`src/rtl/nil_pkg.sv`:
```
// Package for the Newton interpolator with min/max limiter.
// Types, widths, state codes and saturation helper; no dependencies.
`timescale 1ns / 1ps
package nil_pkg;

  localparam int unsigned NIL_MAX_NODES = 8;
  localparam int unsigned VAL_W = 32;
  localparam int unsigned CRD_W = 19;
  localparam int unsigned NUM_W = 21;  // signed level-factor numerator
  localparam int unsigned MAG_W = 20;  // its magnitude
  localparam int unsigned PRD_W = 54;  // 33 x 21 product
  localparam int unsigned IN_TDATA_W = 56;

  typedef struct packed {
    logic [VAL_W-1:0] node;
    logic [CRD_W-1:0] coord;
    logic             last;
  } nil_item_t;

  typedef enum logic [9:0] {
    ST_LOAD  = 10'b0000000001,
    ST_BND   = 10'b0000000010,
    ST_BND2  = 10'b0000000100,
    ST_BND3  = 10'b0000001000,
    ST_DINIT = 10'b0000010000,
    ST_DIV   = 10'b0000100000,
    ST_RD    = 10'b0001000000,
    ST_MUL   = 10'b0010000000,
    ST_WR    = 10'b0100000000,
    ST_EMIT  = 10'b1000000000
  } nil_state_e;

  function automatic logic signed [VAL_W-1:0] sat32(input logic signed [39:0] v);
    logic signed [VAL_W-1:0] r;
    if (v > 40'sd2147483647) r = 32'sh7fffffff;
    else if (v < -40'sd2147483648) r = 32'sh80000000;
    else r = v[VAL_W-1:0];
    return r;
  endfunction

endpackage

```
`src/rtl/nil_ram.sv`:
```
// Generic RAM: one write port, two registered read ports.
// No dependencies.
`timescale 1ns / 1ps
module nil_ram #(
  parameter int unsigned WIDTH = 32,
  parameter int unsigned DEPTH = 8
) (
  input  logic                     clk_i,
  input  logic                     we_i,
  input  logic [$clog2(DEPTH)-1:0] waddr_i,
  input  logic [WIDTH-1:0]         wdata_i,
  input  logic [$clog2(DEPTH)-1:0] raddr_a_i,
  input  logic [$clog2(DEPTH)-1:0] raddr_b_i,
  output logic [WIDTH-1:0]         rdata_a_o,
  output logic [WIDTH-1:0]         rdata_b_o
);
  logic [WIDTH-1:0] mem_q [DEPTH];

  always_ff @(posedge clk_i) begin
    if (we_i) mem_q[waddr_i] <= wdata_i;
    rdata_a_o <= mem_q[raddr_a_i];
    rdata_b_o <= mem_q[raddr_b_i];
  end
endmodule

```
`src/rtl/nil_front.sv`:
```
// Front end: unpacks input words and holds them in a two-word queue.
// Depends on nil_pkg.
`timescale 1ns / 1ps
module nil_front import nil_pkg::*; (
  input  logic                  clk_i,
  input  logic                  rst_ni,
  input  logic                  s_valid_i,
  output logic                  s_ready_o,
  input  logic [IN_TDATA_W-1:0] s_data_i,
  input  logic                  s_last_i,
  output logic                  item_valid_o,
  output nil_item_t             item_o,
  input  logic                  item_ready_i
);
  nil_item_t   buf_q [2];
  logic        wp_q, wp_d, rp_q, rp_d;
  logic [1:0]  cnt_q, cnt_d;
  logic        push, pop;

  assign s_ready_o    = (cnt_q != 2'd2);
  assign push         = s_valid_i & s_ready_o;
  assign item_valid_o = (cnt_q != 2'd0);
  assign pop          = item_valid_o & item_ready_i;
  assign item_o       = buf_q[rp_q];

  always_comb begin
    wp_d  = push ? ~wp_q : wp_q;
    rp_d  = pop ? ~rp_q : rp_q;
    cnt_d = cnt_q + 2'(push) - 2'(pop);
  end

  always_ff @(posedge clk_i or negedge rst_ni) begin
    if (!rst_ni) begin
      wp_q  <= 1'b0;
      rp_q  <= 1'b0;
      cnt_q <= 2'd0;
    end else begin
      wp_q  <= wp_d;
      rp_q  <= rp_d;
      cnt_q <= cnt_d;
    end
  end

  always_ff @(posedge clk_i) begin
    if (push) begin
      buf_q[wp_q].node  <= s_data_i[VAL_W-1:0];
      buf_q[wp_q].coord <= s_data_i[VAL_W+CRD_W-1:VAL_W];
      buf_q[wp_q].last  <= s_last_i;
    end
  end
endmodule

```
`src/rtl/nil_back.sv`:
```
// Back end: node store, difference triangle sequencer, divider, limiter, output register.
// Depends on nil_pkg and nil_ram.
`timescale 1ns / 1ps
module nil_back import nil_pkg::*; #(
  parameter int unsigned MAX_NODES = NIL_MAX_NODES
) (
  input  logic             clk_i,
  input  logic             rst_ni,
  input  logic             limen_i,
  input  logic             item_valid_i,
  input  nil_item_t        item_i,
  output logic             item_ready_o,
  output logic             m_valid_o,
  input  logic             m_ready_i,
  output logic [VAL_W-1:0] m_data_o,
  output logic             m_err_o
);
  localparam int unsigned AW = $clog2(MAX_NODES);
  localparam int unsigned CW = $clog2(MAX_NODES + 1);

  nil_state_e st_q, st_d;
  logic [CW-1:0] cnt_q, cnt_d, n_q, n_d, lvl_q, lvl_d, j_q, j_d;
  logic ovf_q, ovf_d;
  logic [CRD_W-1:0] q_q, q_d;
  logic signed [VAL_W-1:0] lo_q, lo_d, hi_q, hi_d, acc_q, acc_d, res_q, res_d;
  logic err_q, err_d;
  logic [CW-1:0] rem_q, rem_d;
  logic [MAG_W-1:0] quo_q, quo_d;
  logic [4:0] dcnt_q, dcnt_d;
  logic neg_q, neg_d;
  logic signed [NUM_W-1:0] f_q, f_d;
  logic signed [PRD_W-1:0] prod_q, prod_d;
  logic m_valid_q, m_valid_d, m_err_q, m_err_d;
  logic [VAL_W-1:0] m_data_q, m_data_d;

  logic we;
  logic [AW-1:0] waddr, ra, rb;
  logic [VAL_W-1:0] wdata, rda, rdb;

  logic full, novf, out_free;
  logic [CW-1:0] ncnt;
  logic [CW+2:0] k_ext, k1_ext;
  logic [NUM_W-1:0] off, num;
  logic [CW:0] dsh;
  logic [MAG_W-1:0] quo_n;
  logic [CW-1:0] rem_n;
  logic signed [VAL_W:0] diff;
  logic signed [PRD_W-1:0] adj, shr;
  logic signed [VAL_W-1:0] w, acc_n, lim;

  nil_ram #(.WIDTH(VAL_W), .DEPTH(MAX_NODES)) u_store (
    .clk_i(clk_i), .we_i(we), .waddr_i(waddr), .wdata_i(wdata),
    .raddr_a_i(ra), .raddr_b_i(rb), .rdata_a_o(rda), .rdata_b_o(rdb)
  );

  assign item_ready_o = (st_q == ST_LOAD);
  assign out_free     = ~m_valid_q | m_ready_i;
  assign m_valid_o    = m_valid_q;
  assign m_data_o     = m_data_q;
  assign m_err_o      = m_err_q;

  always_comb begin
    full   = (cnt_q == CW'(MAX_NODES));
    novf   = ovf_q | full;
    ncnt   = full ? cnt_q : cnt_q + 1'b1;
    k_ext  = (CW+3)'(q_q[CRD_W-1:16]);
    k1_ext = k_ext + 1'b1;
    off    = {5'(lvl_q - 1'b1), 16'b0};
    num    = {{(NUM_W-CRD_W){1'b0}}, q_q} - off;
    dsh    = {rem_q, quo_q[MAG_W-1]};
    if (dsh >= {1'b0, lvl_q}) begin
      rem_n = CW'(dsh - {1'b0, lvl_q});
      quo_n = {quo_q[MAG_W-2:0], 1'b1};
    end else begin
      rem_n = dsh[CW-1:0];
      quo_n = {quo_q[MAG_W-2:0], 1'b0};
    end
    diff  = (VAL_W+1)'($signed(rdb)) - (VAL_W+1)'($signed(rda));
    adj   = prod_q + (prod_q[PRD_W-1] ? PRD_W'(65535) : PRD_W'(0));
    shr   = adj >>> 16;
    w     = sat32($signed(shr[39:0]));
    acc_n = sat32(40'(acc_q) + 40'(w));
    lim   = acc_n;
    if (limen_i) begin
      if (acc_n > hi_q) lim = hi_q;
      else if (acc_n < lo_q) lim = lo_q;
    end
  end

  always_comb begin
    st_d = st_q; cnt_d = cnt_q; ovf_d = ovf_q; n_d = n_q; q_d = q_q;
    lvl_d = lvl_q; j_d = j_q; lo_d = lo_q; hi_d = hi_q; acc_d = acc_q;
    res_d = res_q; err_d = err_q; rem_d = rem_q; quo_d = quo_q;
    dcnt_d = dcnt_q; neg_d = neg_q; f_d = f_q; prod_d = prod_q;
    m_valid_d = m_valid_q & ~m_ready_i; m_data_d = m_data_q; m_err_d = m_err_q;
    we = 1'b0; waddr = '0; wdata = item_i.node; ra = '0; rb = '0;
    unique case (st_q)
      ST_LOAD: begin
        if (item_valid_i) begin
          we    = ~full;
          waddr = cnt_q[AW-1:0];
          if (item_i.last) begin
            n_d = ncnt; q_d = item_i.coord; cnt_d = '0; ovf_d = 1'b0;
            res_d = '0; err_d = 1'b1; st_d = ST_EMIT;
            if (!novf) begin
              if (ncnt == CW'(1)) begin
                res_d = $signed(item_i.node); err_d = 1'b0;
              end else if ((CW+3)'(item_i.coord[CRD_W-1:16]) + 2'd2 <= (CW+3)'(ncnt)) begin
                st_d = ST_BND;
              end
            end
          end else begin
            cnt_d = ncnt; ovf_d = novf;
          end
        end
      end
      ST_BND: begin
        ra = k_ext[AW-1:0]; rb = k1_ext[AW-1:0]; st_d = ST_BND2;
      end
      ST_BND2: begin
        lo_d = ($signed(rda) < $signed(rdb)) ? $signed(rda) : $signed(rdb);
        hi_d = ($signed(rda) < $signed(rdb)) ? $signed(rdb) : $signed(rda);
        st_d = ST_BND3;
      end
      ST_BND3: begin
        acc_d = $signed(rda); lvl_d = CW'(1); st_d = ST_DINIT;
      end
      ST_DINIT: begin
        neg_d  = num[NUM_W-1];
        quo_d  = num[NUM_W-1] ? MAG_W'(-num) : num[MAG_W-1:0];
        rem_d  = '0;
        dcnt_d = 5'(MAG_W);
        st_d   = ST_DIV;
      end
      ST_DIV: begin
        rem_d = rem_n; quo_d = quo_n; dcnt_d = dcnt_q - 1'b1;
        if (dcnt_q == 5'd1) begin
          f_d  = neg_q ? -$signed({1'b0, quo_n}) : $signed({1'b0, quo_n});
          j_d  = '0;
          st_d = ST_RD;
        end
      end
      ST_RD: begin
        ra = j_q[AW-1:0]; rb = AW'(j_q + 1'b1); st_d = ST_MUL;
      end
      ST_MUL: begin
        prod_d = diff * f_q; st_d = ST_WR;
      end
      ST_WR: begin
        we = 1'b1; waddr = j_q[AW-1:0]; wdata = w;
        if (j_q == '0) acc_d = acc_n;
        if ((CW+1)'(j_q) + (CW+1)'(lvl_q) + 1'b1 < (CW+1)'(n_q)) begin
          j_d = j_q + 1'b1; st_d = ST_RD;
        end else if ((CW+1)'(lvl_q) + 1'b1 < (CW+1)'(n_q)) begin
          lvl_d = lvl_q + 1'b1; st_d = ST_DINIT;
        end else begin
          res_d = lim; err_d = 1'b0; st_d = ST_EMIT;
        end
      end
      ST_EMIT: begin
        if (out_free) begin
          m_valid_d = 1'b1; m_data_d = res_q; m_err_d = err_q; st_d = ST_LOAD;
        end
      end
      default: st_d = ST_LOAD;
    endcase
  end

  always_ff @(posedge clk_i or negedge rst_ni) begin
    if (!rst_ni) begin
      st_q <= ST_LOAD; cnt_q <= '0; ovf_q <= 1'b0; m_valid_q <= 1'b0;
      lvl_q <= '0; j_q <= '0; n_q <= '0; dcnt_q <= '0;
    end else begin
      st_q <= st_d; cnt_q <= cnt_d; ovf_q <= ovf_d; m_valid_q <= m_valid_d;
      lvl_q <= lvl_d; j_q <= j_d; n_q <= n_d; dcnt_q <= dcnt_d;
    end
  end

  always_ff @(posedge clk_i) begin
    q_q <= q_d; lo_q <= lo_d; hi_q <= hi_d; acc_q <= acc_d;
    res_q <= res_d; err_q <= err_d; rem_q <= rem_d; quo_q <= quo_d;
    neg_q <= neg_d; f_q <= f_d; prod_q <= prod_d;
    m_data_q <= m_data_d; m_err_q <= m_err_d;
  end

  a_cnt_bound: assert property (@(posedge clk_i) disable iff (!rst_ni)
    cnt_q <= CW'(MAX_NODES)) else $error("node count past store depth");
  a_wr_inside: assert property (@(posedge clk_i) disable iff (!rst_ni)
    (st_q == ST_WR) |-> ((CW+1)'(j_q) + (CW+1)'(lvl_q) < (CW+1)'(n_q)))
    else $error("triangle write outside active row");
  a_err_zero: assert property (@(posedge clk_i) disable iff (!rst_ni)
    (m_valid_q && m_err_q) |-> (m_data_q == '0))
    else $error("error word with nonzero value");
endmodule

```
`src/rtl/newton_interpolator_minmax_limited_top.sv`:
```
// Channel  | dir | handshake        | payload
// s_axis   | in  | tvalid/tready    | tdata[31:0] node, [50:32] coord; tlast last node
// m_axis   | out | tvalid/tready    | tdata[31:0] value; tuser[0] out_of_range
// apb      | in  | psel/penable     | paddr 0: limiter_enable (bit 0)
// Loading: one node word per cycle while the back end is loading. Evaluation of
// n nodes after the last word runs level by level through the shared 20-step
// divider and the read/multiply/write loop on the store.
// Reset: asynchronous, active low; store contents undefined until loaded.
// Input queue (2 words) keeps accepting while the back end or output stalls, until it is full.
// Top level; depends on nil_pkg, nil_front, nil_back, nil_ram.
`timescale 1ns / 1ps
module newton_interpolator_minmax_limited_top import nil_pkg::*; #(
  parameter int unsigned MAX_NODES = NIL_MAX_NODES
) (
  input  logic                  clk_i,
  input  logic                  rst_ni,
  input  logic                  s_axis_tvalid,
  output logic                  s_axis_tready,
  input  logic [IN_TDATA_W-1:0] s_axis_tdata,   // node_value, coordinate
  input  logic                  s_axis_tlast,
  output logic                  m_axis_tvalid,
  input  logic                  m_axis_tready,
  output logic [VAL_W-1:0]      m_axis_tdata,   // value
  output logic [0:0]            m_axis_tuser,   // out_of_range
  input  logic                  psel,
  input  logic                  penable,
  input  logic                  pwrite,
  input  logic [2:0]            paddr,
  input  logic [31:0]           pwdata,
  output logic [31:0]           prdata,
  output logic                  pready
);
  logic      limen_q;
  logic      item_valid, item_ready, err;
  nil_item_t item;

  assign pready = 1'b1;
  assign prdata = (paddr[2] == 1'b0) ? {31'b0, limen_q} : 32'b0;

  always_ff @(posedge clk_i or negedge rst_ni) begin
    if (!rst_ni) limen_q <= 1'b1;
    else if (psel && penable && pwrite && pready && paddr[2] == 1'b0) limen_q <= pwdata[0];
  end

  nil_front u_front (
    .clk_i(clk_i), .rst_ni(rst_ni),
    .s_valid_i(s_axis_tvalid), .s_ready_o(s_axis_tready),
    .s_data_i(s_axis_tdata), .s_last_i(s_axis_tlast),
    .item_valid_o(item_valid), .item_o(item), .item_ready_i(item_ready)
  );

  nil_back #(.MAX_NODES(MAX_NODES)) u_back (
    .clk_i(clk_i), .rst_ni(rst_ni), .limen_i(limen_q),
    .item_valid_i(item_valid), .item_i(item), .item_ready_o(item_ready),
    .m_valid_o(m_axis_tvalid), .m_ready_i(m_axis_tready),
    .m_data_o(m_axis_tdata), .m_err_o(err)
  );

  assign m_axis_tuser = err;
endmodule
```
`config.mk`:
```
export PLATFORM = sky130hd
export DESIGN_NAME = newton_interpolator_minmax_limited_top
export DESIGN_NICKNAME = d
export VERILOG_FILES = /design/src/rtl/nil_pkg.sv /design/src/rtl/nil_ram.sv /design/src/rtl/nil_front.sv /design/src/rtl/nil_back.sv /design/src/rtl/newton_interpolator_minmax_limited_top.sv
export SDC_FILE = /design/constraint.sdc
export NUM_CORES = 2
export LEC_CHECK = 0
export ABC_AREA = 1
export BUFFER_PORTS_ARGS = -buffer_cell sky130_fd_sc_hd__buf_4
export CELL_PAD_IN_SITES_DETAIL_PLACEMENT = 1
export CELL_PAD_IN_SITES_GLOBAL_PLACEMENT = 2
export CORE_MARGIN = 2
export CORE_UTILIZATION = 35
export CTS_CLUSTER_DIAMETER = 30
export DETAILED_ROUTE_END_ITERATION = 6
export PLACE_DENSITY = 0.82
export SYNTH_ARGS = -nofsm -noshare
export SYNTH_HDL_FRONTEND = slang
export SYNTH_HIERARCHICAL = 1
export SYNTH_SLANG_ARGS = --single-unit
```
`constraint.sdc`:
```
create_clock -name clk_i -period 8.2 [get_ports clk_i]
set_clock_uncertainty 0.05 [all_clocks]
set_input_delay 1.64 -clock clk_i [delete_from_list [all_inputs] [get_ports clk_i]]
set_output_delay 1.64 -clock clk_i [all_outputs]
set_load 0.02 [all_outputs]
```
Word-level counts from Yosys, hierarchy flattened --
Memories as Yosys holds them, arrays and structs flattened. A register that Yosys moved wholly into a read port is not among the register bits. Index checks and enable logic that the tools add are counted.
Storage, ports and cells: word-level logic and storage cells 177, memories 2, bits of input ports 99, memory bits (writable) 360, flip-flop bits (word level) 319, output and inout bits 68, latch bits 0, bits in read-only memories 0
Cells by class: shifts and indexed selects 0, mux-type cells 66, add/subtract/negate cells 19, bitwise logic cells 11, equality and inequality tests 23, multiply operators 1, reduce and logical (&&, ||, !) cells 18, div/mod/pow operators 0, $lt $le $gt $ge 11
Memories:
- u_back.u_store.mem_q | words 8, width 32, read ports 2, clocked after Yosys merged registers in 2, write ports 1, RTL line nil_ram.sv:17 | logic [WIDTH-1:0] mem_q [DEPTH];
- u_front.buf_q | words 2, width 52, read ports 1, clocked after Yosys merged registers in 0, write ports 1, RTL line nil_front.sv:15 | nil_item_t buf_q [2];
Operators with widths (number):
- 2-to-1 mux 32 bit | 17
- one-hot mux 32 bit (2 select lines) | 2
- one-hot mux 10 bit (10 select lines) | 1
- 2-to-1 mux 10 bit | 9
- < comparator 32 bit | 2
- adder 54 x 17 -> 54 bit | 1
- multiplier 33 x 21 -> 54 bit | 1
- greater-than comparator 40 x 32 -> 1 bit (second input constant) | 1
- < comparator 40 x 32 -> 1 bit (second input constant) | 1
- 2-to-1 mux 20 bit | 2
- one-hot mux 20 bit (2 select lines) | 1
- greater-than comparator 38 x 32 -> 1 bit (second input constant) | 1
- < comparator 38 x 32 -> 1 bit (second input constant) | 1
- adder 32 x 32 -> 33 bit | 1
- subtractor 32 x 32 -> 33 bit | 1
- greater-than comparator 32 bit | 1
- 2-to-1 mux 4 bit | 7
- one-hot mux 4 bit (2 select lines) | 3
- negator 20 -> 21 bit | 1
- subtractor 19 x 21 -> 21 bit | 1
- negator 20 bit | 1
- one-hot mux 3 bit (2 select lines) | 3
- 2-to-1 mux 1 bit | 16
- 2-to-1 mux 16 bit | 1
- 42 further kinds | 73

Depth between registers and ports, before layout --
depth in word-level cells 16, gate-level depth with buffers 55, mapped depth without buffers 53

Modules after synthesis --
The synthesis kept the hierarchy.
By module, submodules not included:
- nil_back | cells each 5443, area an instance 45177.1 um^2, seq. area each 9265.1 um^2, instances 1
- nil_ram | cells each 1783, area an instance 15034.4 um^2, seq. area each 8968.6 um^2, instances 1
- nil_front | cells each 303, area an instance 4045.1 um^2, seq. area each 3223.1 um^2, instances 1
- newton_interpolator_minmax_limited_top | cells each 45, area an instance 315.3 um^2, seq. area each 26.3 um^2, instances 1

Worst setup path before layout --
OpenSTA, ideal clock, no wires.
path type reg2reg, start point register u_back.u_store.rdata_b_o[0], read port of u_back.u_store.mem_q, end point register u_back.prod_q[48] (data pin), arrival time 8111 ps, data required time 7891 ps, setup time 259 ps, setup slack -220 ps, period minus slack after synthesis 8420 ps, stages on the path, launching flop included 44, path buffers 0, cell sequence dfxtp_1 inv_1 ha_1 inv_1 fa_1 nand3_1 nand3_1 inv_1 nor2_1 nor2_1 o21ai_2 a21boi_2 o21ai_2 a21oi_2 o21ai_0 a21oi_1 inv_1 or2_2 [... 8 more ...] inv_1 fa_1 inv_1 fa_1 fa_1 ha_1 a21oi_1 inv_1 a31oi_1 a21boi_1 o21ai_0 a21boi_1 o21ai_1 a21oi_1 inv_1 nand2_1 nand2_1 xor2_1
On the way: word-level cells in the longest chain between the ends 2
Ends and longest elaborated chain:
- start: declaration | RTL line nil_ram.sv:15 | output logic [WIDTH-1:0] rdata_b_o
- subtractor 32 x 32 -> 33 bit | RTL line nil_back.sv:78 | diff = (VAL_W+1)'($signed(rdb)) - (VAL_W+1)'($signed(rda));
- multiplier 33 x 21 -> 54 bit | RTL line nil_back.sv:147 | prod_d = diff * f_q; st_d = ST_WR;
- end signal: assignment | RTL line nil_back.sv:182 | neg_q <= neg_d; f_q <= f_d; prod_q <= prod_d;
- end: declaration | RTL line nil_back.sv:32 | logic signed [PRD_W-1:0] prod_q, prod_d;
Every way passes these cells. A chain may end at the register's enable or synchronous reset.

Worst setup path after layout --
start point register u_back.u_store.rdata_b_o[0], read port of u_back.u_store.mem_q, end point register u_back.prod_q[53] (data pin)
The elaborated chain is that of the path after synthesis.

==> impl_metrics.csv <==
group,metric,value,unit
run_status,status,"finished, violations left",
run_status,violations,"setup timing",
clock_network,cts.reportedPaths.clkPinSlew,0.05,ns
clock_network,cts.sinks,743,
global_routing,grt_pass1_vias,60800,
clock_network,cts_root_buffer,"clkbuf_16",
routing,dr.pass1.iters,5,
worst_setup_path,worstSetupPathType,"register to register",
synth,synth-seq-area-share,33.3,%
synth,synthCells,7574,
floorplanning,die-area,188000,sq um
synth,synth_top_family_by_area,"adder cells",
synth,syn_avg_cell_area,8.53,sq um
synth,synthSimpleGateAreaFrac,21.0,%
worst_setup_path,rr_worst_depth,41,
finish,post-route-util,46.2,%
sta,final-max-slew-violation-count,0,
synth,synth_adder_area_share,27.5,%
placed_design,dpl.hpwl,172,mm
clock_network,clk_latency,0.82,ns
floorplanning,rows,157,
synth,synth-main-ff-cell,"edfxtp_1",
routing,drc,0,
global_routing,grt_overflow,0,
finish,drive_above_1_share,23.4,%
sta,post-route-min-period,8.86,ns
finish,layout_commonest_cell,"nand2_1",
placed_design,gp_congestion,0.916,
placed_design,dp.cells,10500,
min_path,holdPathStages,0,
clock_network,clockBufferDepth,3,
min_path,min-delay-start,"u_back/res_q[13]$_DFFE_PP_",
synth,ys_seq_elements,743,
clock_network,cts_max_level,4,
clock_network,hold_buffers,0,
clock_network,cts_tree,"done",
synth,synth-xor-area-share,2.03,%
sta,tightest_slew,1.38,ns
sta,worst_slack,-0.656,ns
routing,vias,55400,
floorplanning,ios,167,
floorplanning,die_h,434,microns
global_routing,track_usage,24.8,%
sta,report.final.hold_viol_count,0,
synth,synth.distinct_cells,67,
finish,nNetsFinal,9506,
worst_setup_path,rr_endpoint,"u_back/prod_q[53]$_DFFE_PP_",
global_routing,antenna_found_initial,6,
synth,synthMuxAreaShare,0,%
worst_setup_path,cp-start-kind,"register",
min_path,hold_path_end,"u_back/m_data_o[13]$_DFFE_PP_",
routing,finalWirelength,239,mm
synth,yosysWarnings,6,
routing,via_per_inst,5.02,
worst_setup_path,critPathRequiredTime,8.70,ns
sta,slew-limit-headroom,7.71,%
routing,wire_per_inst,21.7,microns
routing,postRouteAntennaNets,0,
global_routing,grt_max_degree,81,
sta,fmax,113,MHz
worst_setup_path,rrSetupSlack,-0.66,ns
clock_network,cts_buffers,192,
finish,syn2layout_area_growth,31.1,%
floorplanning,die_w,434,microns
floorplanning,floorplan.initialDensity,35.2,%
worst_setup_path,worst-path-max-fanout,7,
finish,instances_no_fill,11000,
sta,fin_crit_sh,108,%
synth,synth_compound_area_share,5.01,%
worst_setup_path,arrival,9.36,ns
sta,setup_viol,57,
floorplanning,core,183000,sq um
finish,layout_common_cells,"2186 x nand2_1, 1319 x inv_1, 801 x buf_4, 652 x fa_1, 641 x edfxtp_1",
synth,syn_area,64600,sq um
routing,drtIter0Drc,3406,
global_routing,grt_pass1_wl,355,mm
worst_setup_path,crit_path_top_delay_cell,"fa_1",
job,cap_violations,0,
synth,async_flop_share,5.11,%
placed_design,io_buffers,96,
worst_setup_path,cp_slowest_stage_delay,0.57,ns
sta,whs,0.367,ns
synth,synth_edf_count,641,
worst_setup_path,reg2reg_from,"u_back/u_store/rdata_b_o[0]$_DFF_P_",
min_path,hold_class,"register to register",
sta,rsz0062_at_grt,"true",
worst_setup_path,cp-end-kind,"register",
cell families after synthesis:
family | after synthesis
xor+xnor | 150
other cells | 2
simple gates | 3360
buf+inv | 1748
flops | 743
fa+ha+maj | 1005
compound gates | 566
through the flow:
stage	setup slack (ns)	instance area, sq um	TNS (ns)
finish	-0.656	84700	-15.21
global route	-1.01	84700	-35.86
CTS	-0.583	81400	-10.25
detailed placement	-1.38	72600	-30.46
global placement	-1.14	72600	-21.99
floorplan	0.00307	64800	0
how the worst max path moves through the flow:
| stage | from | cells after the start | end | slack [ns] |
|---|---|---|---|---|
| CTS | u_back/u_store/rdata_b_o[0]$_DFF_P_ | 45 | u_back/prod_q[47]$_DFFE_PP_ | -0.58 |
| global route | u_back/u_store/rdata_b_o[0]$_DFF_P_ | 41 | u_back/prod_q[53]$_DFFE_PP_ | -1.01 |
| finish | u_back/u_store/rdata_b_o[0]$_DFF_P_ | 41 | u_back/prod_q[53]$_DFFE_PP_ | -0.66 |
| detailed placement | u_back/u_store/rdata_a_o[2]$_DFF_P_ | 45 | u_back/prod_q[52]$_DFFE_PP_ | -1.38 |
| global placement | u_back/u_store/rdata_a_o[2]$_DFF_P_ | 45 | u_back/prod_q[48]$_DFFE_PP_ | -1.14 |
| floorplan | u_back/u_store/rdata_b_o[0]$_DFF_P_ | 46 | u_back/prod_q[48]$_DFFE_PP_ | 0.003 |
per-layer routing:
| metal | vias up | part of all wire (%) | GRT usage, % |
|---|---|---|---|
| li1 | 25100 | - | - |
| met2 | 1552 | 48 | 41.8 |
| met3 | 511 | 5.4 | 3.47 |
| met1 | 28200 | 42 | 31.9 |
| met5 | - | 0.0038 | 0 |
| met4 | 2 | 4.6 | 10.6 |
synth_stat cells, types with 8 or more instances:
cell type	number	area [sq um]
edfxtp_1	641	19200
dfrtp_1	36	901
inv_2	10	37.5
o21ai_0	234	1170
buf_1	15	56.3
o21ai_2	9	78.8
buf_2	56	280
ha_1	313	3920
xor2_1	83	727
a31oi_1	34	213
fa_1	692	13900
nand4_1	29	181
nor2_1	374	1400
inv_1	1402	5260
buf_4	54	405
o21bai_1	9	67.6
o21a_1	13	97.6
o22ai_1	12	75.1
or2_2	31	194
nand3_1	445	2230
dfxtp_1	64	1280
nand2_1	2381	8940
xnor2_1	67	587
buf_6	30	338
nand2_2	16	100
o32ai_1	9	78.8
nor3_1	43	215
clkinv_1	19	71.3
a21oi_1	181	906
a21boi_1	10	75.1
nor4_1	20	125
a211oi_1	8	60.1
clkbuf_1	154	578
state kept, by name, indices dropped and copies added (netlist names), 21 cells and up:
register	flops
u_back/u_store/mem_q	256
u_front/buf_q	104
u_back/prod_q	54
u_back/acc_q	32
u_back/hi_q	32
u_back/lo_q	32
u_back/m_data_o	32
u_back/res_q	32
u_back/u_store/rdata_a_o	32
u_back/u_store/rdata_b_o	32
u_back/f_q	21
layout make-up:
class	count	area (sq um)
inverters	1432	5500
repair buffers	920	7880
multi-input cells	5113	39800
diodes	4	10.0
well taps	2464	3080
clock inverters	134	1800
clock buffers	226	5100
fillers	21000	98600
flip-flops and latches	743	21500
what timing repair did:
| action | 4_1_cts | 5_1_grt |
|---|---|---|
| resized for setup | 317 | 650 |
| cloned | 1 | 10 |
| pin swaps | 153 | 364 |
| endpoints found under the setup margin | 68 | 70 |
| buffers inserted | 63 | 71 |
worst max-delay path, delay by kind of cell, from the launching register on:
| family | cells | cell delay [ns] |
|---|---|---|
| fa+ha+maj | 10 | 4.57 |
| simple gates | 13 | 1.48 |
| buf+inv | 10 | 1.13 |
| compound gates | 7 | 0.95 |
| flops | 1 | 0.32 |
| xor+xnor | 1 | 0.07 |
Power is left out: the tool's default activity adds up to more than one toggle a clock period on the data nets, which glitch-free logic cannot reach.
